==> src/hdl/gaussian_blur_5x5_rgb_top_macros.svh <==
// assertion macros for the 5x5 gaussian blur block
// used by gaussian_blur_5x5_rgb_top, expects clk_i and rst_ni in scope
`ifndef GAUSSIAN_BLUR_5X5_RGB_TOP_MACROS_SVH
`define GAUSSIAN_BLUR_5X5_RGB_TOP_MACROS_SVH

// condition holds at every clock edge out of reset
`define GB5_ASSERT_ALWAYS(lbl, expr) \
  lbl: assert property (@(posedge clk_i) disable iff (!rst_ni) (expr)) \
    else $error("gb5 assertion failed");

// trigger at one edge implies consequence at the next edge
`define GB5_ASSERT_NEXT(lbl, trig, cons) \
  lbl: assert property (@(posedge clk_i) disable iff (!rst_ni) (trig) |=> (cons)) \
    else $error("gb5 assertion failed");

`endif

==> src/hdl/gb5_pkg.sv <==
// shared types, constants and helper functions of the 5x5 gaussian blur
// no dependencies
`timescale 1ns / 1ps

package gb5_pkg;

  localparam int MAX_WIDTH    = 2048;
  localparam int ADDR_W       = $clog2(MAX_WIDTH);
  localparam int PIX_W        = 24;
  localparam int KSIZE        = 5;
  localparam int HIST         = KSIZE - 1;
  localparam int LS_W         = HIST * PIX_W;
  localparam int HEIGHT_LIMIT = 4096;
  localparam int FW_W         = 12;
  localparam int FH_W         = 13;
  localparam int CFG_W        = 13;
  localparam int ROW_W        = 13;
  localparam int RSUM_W       = 13;
  localparam int TSUM_W       = 14;
  // floor(x / 13) == (x * DIV_MUL) >> 16 for x below 4096
  localparam logic [12:0] DIV_MUL = 13'd5042;

  localparam logic [FW_W-1:0] FW_RESET = 12'd640;
  localparam logic [FH_W-1:0] FH_RESET = 13'd480;

  typedef enum logic [0:0] {
    REG_FRAME_WIDTH  = 1'b0,
    REG_FRAME_HEIGHT = 1'b1
  } cfg_reg_e;

  typedef struct packed {
    logic       opcode;
    logic [7:0] in_ch0;
    logic [7:0] in_ch1;
    logic [7:0] in_ch2;
  } in_item_t;

  typedef struct packed {
    logic [7:0] out_ch0;
    logic [7:0] out_ch1;
    logic [7:0] out_ch2;
    logic       end_of_row;
    logic       end_of_frame;
  } out_item_t;

  // one column of the window, index is the row (0 oldest)
  typedef logic [KSIZE-1:0][PIX_W-1:0] col_t;

  // border distances, each saturated at two
  typedef struct packed {
    logic [1:0] lx;
    logic [1:0] rx;
    logic [1:0] ty;
    logic [1:0] by;
  } edge_t;

  typedef struct packed {
    logic              go;
    logic              produce;
    logic [PIX_W-1:0]  pix;
    logic [ADDR_W-1:0] addr;
    edge_t             edges;
    logic              eor;
    logic              eof;
  } s1_t;

  typedef struct packed {
    logic  valid;
    edge_t edges;
    logic  eor;
    logic  eof;
  } s2_t;

  function automatic logic [3:0] kweight(input int dr, input int dc);
    logic [3:0] base;
    logic [3:0] res;
    begin
      base = (dc == 2) ? 4'd2 : ((dc == 1 || dc == 3) ? 4'd1 : 4'd1);
      if (dr == 2) begin
        res = (dc == 2) ? 4'd8 : ((dc == 1 || dc == 3) ? 4'd4 : 4'd2);
      end else if (dr == 1 || dr == 3) begin
        res = (dc == 2) ? 4'd4 : ((dc == 1 || dc == 3) ? 4'd2 : 4'd1);
      end else begin
        res = base;
      end
      return res;
    end
  endfunction

  // window index for kernel offset k, clamped to the frame border
  function automatic logic [2:0] tap_sel(input int k, input logic [1:0] lo,
                                         input logic [1:0] hi);
    int lim_lo;
    int lim_hi;
    int r;
    begin
      lim_lo = 2 - int'(lo);
      lim_hi = 2 + int'(hi);
      r = k;
      if (r < lim_lo) r = lim_lo;
      if (r > lim_hi) r = lim_hi;
      return 3'(r);
    end
  endfunction

endpackage

==> src/hdl/gb5_wcell.sv <==
// one window column cell: holds a five-pixel column and hands it on
// depends on gb5_pkg
`timescale 1ns / 1ps

module gb5_wcell (
  input  logic          clk_i,
  input  logic          rst_ni,
  input  logic          shift_i,
  input  gb5_pkg::col_t col_i,
  output gb5_pkg::col_t col_o
);

  gb5_pkg::col_t col_q;

  // load neighbor column on each window shift
  always_ff @(posedge clk_i or negedge rst_ni) begin
    if (!rst_ni) begin
      col_q <= '0;
    end else if (shift_i) begin
      col_q <= col_i;
    end
  end

  assign col_o = col_q;

endmodule

==> config.mk <==
export PLATFORM = sky130hd
export DESIGN_NAME = gb5_wcell
export DESIGN_NICKNAME = d
export VERILOG_FILES = /design/src/hdl/gaussian_blur_5x5_rgb_top_macros.svh /design/src/hdl/gb5_pkg.sv /design/src/hdl/gb5_wcell.sv
export SDC_FILE = /design/constraint.sdc
export NUM_CORES = 1
export LEC_CHECK = 0
export ABC_CLOCK_PERIOD_IN_PS = 1000
export BUFFER_PORTS_ARGS = -buffer_cell sky130_fd_sc_hd__clkbuf_2
export CAP_MARGIN = 20
export CELL_PAD_IN_SITES_DETAIL_PLACEMENT = 1
export CELL_PAD_IN_SITES_GLOBAL_PLACEMENT = 2
export CORE_UTILIZATION = 26
export CTS_CLUSTER_SIZE = 20
export DETAILED_ROUTE_END_ITERATION = 8
export GPL_TIMING_DRIVEN = 0
export PLACE_DENSITY_LB_ADDON = 0.25
export SYNTH_ARGS = -nofsm -noshare
export SYNTH_HDL_FRONTEND = slang
export SYNTH_SLANG_ARGS = --single-unit
==> constraint.sdc <==
create_clock -name clk_i -period 1 [get_ports clk_i]
set_clock_uncertainty 0.2 [all_clocks]
set_input_delay 0.1 -clock clk_i [delete_from_list [all_inputs] [get_ports clk_i]]
set_output_delay 0.1 -clock clk_i [all_outputs]
set_load 0.005 [all_outputs]
==> summary.txt <==
Setup path
  • Critical path's top delay family: flip-flops
  • Slowest CP cell: dfrtp_1
  • CP Capture Type: primary output
  • CP required: 0.70 ns
  • CP bufs+invs: 1
  • Crit Path Class: register to primary output
  • Crit-path cells: clkbuf_2
  • WP data arrival: 0.94 ns
  • Worst Path Max Fanout: 2
  • Max incr delay on CP: slightly below 0.4 ns
  • CP startpoint kind: register

Status
  • Failing checks: negative hold slack, negative setup slack
  • Outcome: finished with violations

Cells and area
  • Area growth syn-to-layout: 80.4%
  • Final instance area: 8100 um^2
  • Nets@finish: 778
  • Max FFs per register: 120
  • Filler cells: roughly 1.8k
  • ANT cells: 0
  • Post-layout util: 0.485
  • Layout cells sized above 1: 0.641

Route
  • Via density: a little over 4
  • Via Count: around 3.7k
  • TritonRoute pass-1 iters: 3
  • Routed wire per std cell: 15.8 um
  • Starting DRT DRC Count: between 50 and 60
  • Post-route DRC: 0
  • Final ANT Viol Nets: 0
  • WL final: 14000 um

Synth
  • YS warnings: 0
  • Top post-synthesis cells by area: dfrtp_1, mux2_2, buf_6, buf_2
  • Seq/Total Area, Yosys: 0.669
  • Unique masters post-synth: 4
  • Post-Syn Instances: 253
  • Yosys top cell by area: dfrtp_1
  • Main synth FF type: dfrtp_1
  • Synth Register Bits: 120
  • Share of the synthesized area in the top cell type: 0.669
  • Syn_area_per_cell: 17.7 um^2
  • Asr flop ratio synth: 1.00
  • Number of synthesized flops with an enable pin: 0
  • Net Count, Synth: around 380
  • Synth Cell Area: 4490 um^2
  • Top cells by count, synth: dfrtp_1, mux2_2, buf_6

Floorplan
  • CORE AREA: 16700 um^2
  • Die ar.: 17800 um^2
  • Starting Density: 0.269
  • I/O pin total: 243
  • Die H: 133 um
  • Die Width: 133 um
  • Std cell rows: 47

Clock tree
  • Root Driver: clkbuf_16
  • Worst skew pair latency: 0.41 ns
  • Clk slew on worst S/H paths: approximately 0.060 ns
  • CTS Buf Count: 17
  • TritonCTS clock tree: yes
  • Hold Buf Count CTS: 120
  • CTS max path bufs: 2
  • # H-tree levels: 4
  • Clock Sinks: 120

Global routing
  • All-Layer GR Usage: 0.165
  • First-pass GRT wire length: 22400 um
  • Antenna violations before repair: 0
  • Number of global-route vias before repair: 4324
  • GR Layer Usage met1: 0.173
  • Gr ovfl total: 0
  • Largest net degree at the start of global routing: 100
  • Met3 Resource Use GR: 0.0548
  • GR Util met2: 0.300
  • GR peak layer: met2

Hold path
  • Worst hold path type: input port to asynchronous set/reset pin

Power and ir drop
  • Leak: a little under 4 nW
  • Pwr/cell area: 1810 nW/um^2
  • Total power draw: 0.0146 W
  • Max VDD drop: 1.08 mV

Timing
  • Final count of negative-setup-slack endpoints: about 140
  • RSZ-0062 raised after global routing: true
  • Worst Tran Pin Value: 0.499 ns
  • Slew Viols, Final: 0
  • Fmax: approximately 0.81 GHz
  • Hold slack final: -0.643 ns
  • Rel. slew slack: 0.667
  • Period utilization: 1.24
  • Final WS setup: -0.239 ns
  • Fin. Hold Viols: around 210
  • Final Critical Period: 1.24 ns

Job
  • Max Cap Viol: 0

Placement
  • DPL Wire Length: 8600 um
  • Placed inst area: 6010 um^2
  • Final GP Congestion: approximately 0.68
  • Port bufs: 241
  • Pre-CTS worst setup slack: -0.0966 ns
## metal layers
metal	vias to the layer above	wire (um)
met3	21	1020
met5	-	0
met1	1817	5260
met2	160	7460
met4	0	250
li1	1694	-
## worst register-to-register path: cells and delay by family (launching register included)
family                 cells  cell delay, ns
flip-flops                 1            0.40
multiplexers               1            0.27
buffers and inverters      1            0.14
## placed cells by master (no fill, tap or decap)
cell type      count
buf_12             1
buf_4             11
bufinv_16          5
clkinv_4           3
mux2_4             7
buf_16             1
buf_6             20
inv_6              2
clkinvlp_4         3
clkinv_2           1
dfrtp_1          120
dlygate4sd3_1    120
mux2_2           113
clkbuf_16         17
clkbuf_8           2
buf_2              2
clkbuf_2         240
## path summary, 6_finish.rpt
| check | startpoint | endpoint | slack [ns] | depth (start not counted) |
|---|---|---|---|---|
| min in group clk_i | shift_i | col_o[78] | -0.07 | 2 |
| hold / removal | rst_ni | col_o[22] | -0.64 | 1 |
| setup / recovery | col_o[103] | col_o[103] | -0.24 | 1 |
| hold reg to reg | col_o[53] | col_o[53] | 0.30 | 1 |
| setup reg to reg | col_o[101] | col_o[101] | -0.13 | 2 |
| max in group asynchronous | rst_ni | col_o[63] | 0.50 | 2 |
## cells by family after synthesis
| family | synth area share |
|---|---|
| multiplexers | 0.301 |
| flip-flops | 0.669 |
| buffers and inverters | 0.0298 |
## where the power goes
group	leakage (nW)	internal [W]	switching (W)
Combinational	2.21	0.00141	0.000799
Clock	0.313	0.00451	0.00229
Sequential	1.40	0.00535	0.000270
## area by class of cell
cell class                      instances  area [um^2]  area share
Clock buffer                           18          439      0.0542
Multi-Input combinational cell        120         1380       0.170
Buffer                                 13          143      0.0176
Clock inverter                         14          221      0.0273
Sequential cell                       120         3000       0.371
Timing Repair Buffer                  383         2640       0.326
Tap cell                              220          275      0.0340
## through the flow
stage,TNS [ns],hold slack (ns),instances
2_1_floorplan,0,-0.396,253
3_3_place_gp,-274.24,0.132,714
3_5_place_dp,-8.38,-0.214,715
4_1_cts,-27.70,-0.663,878
5_1_grt,-31.70,-0.655,888
6_report,-25.70,-0.643,888
## repair_timing
| item | 4_1_cts | 5_1_grt |
|---|---|---|
| buffers inserted | 11 | 15 |
| endpoints found under the setup margin | 120 | 136 |
| hold endpoints to repair | 240 | 209 |
| gates resized for setup | 0 | 17 |
No activity file was read; power rests on OpenSTA's default activity.
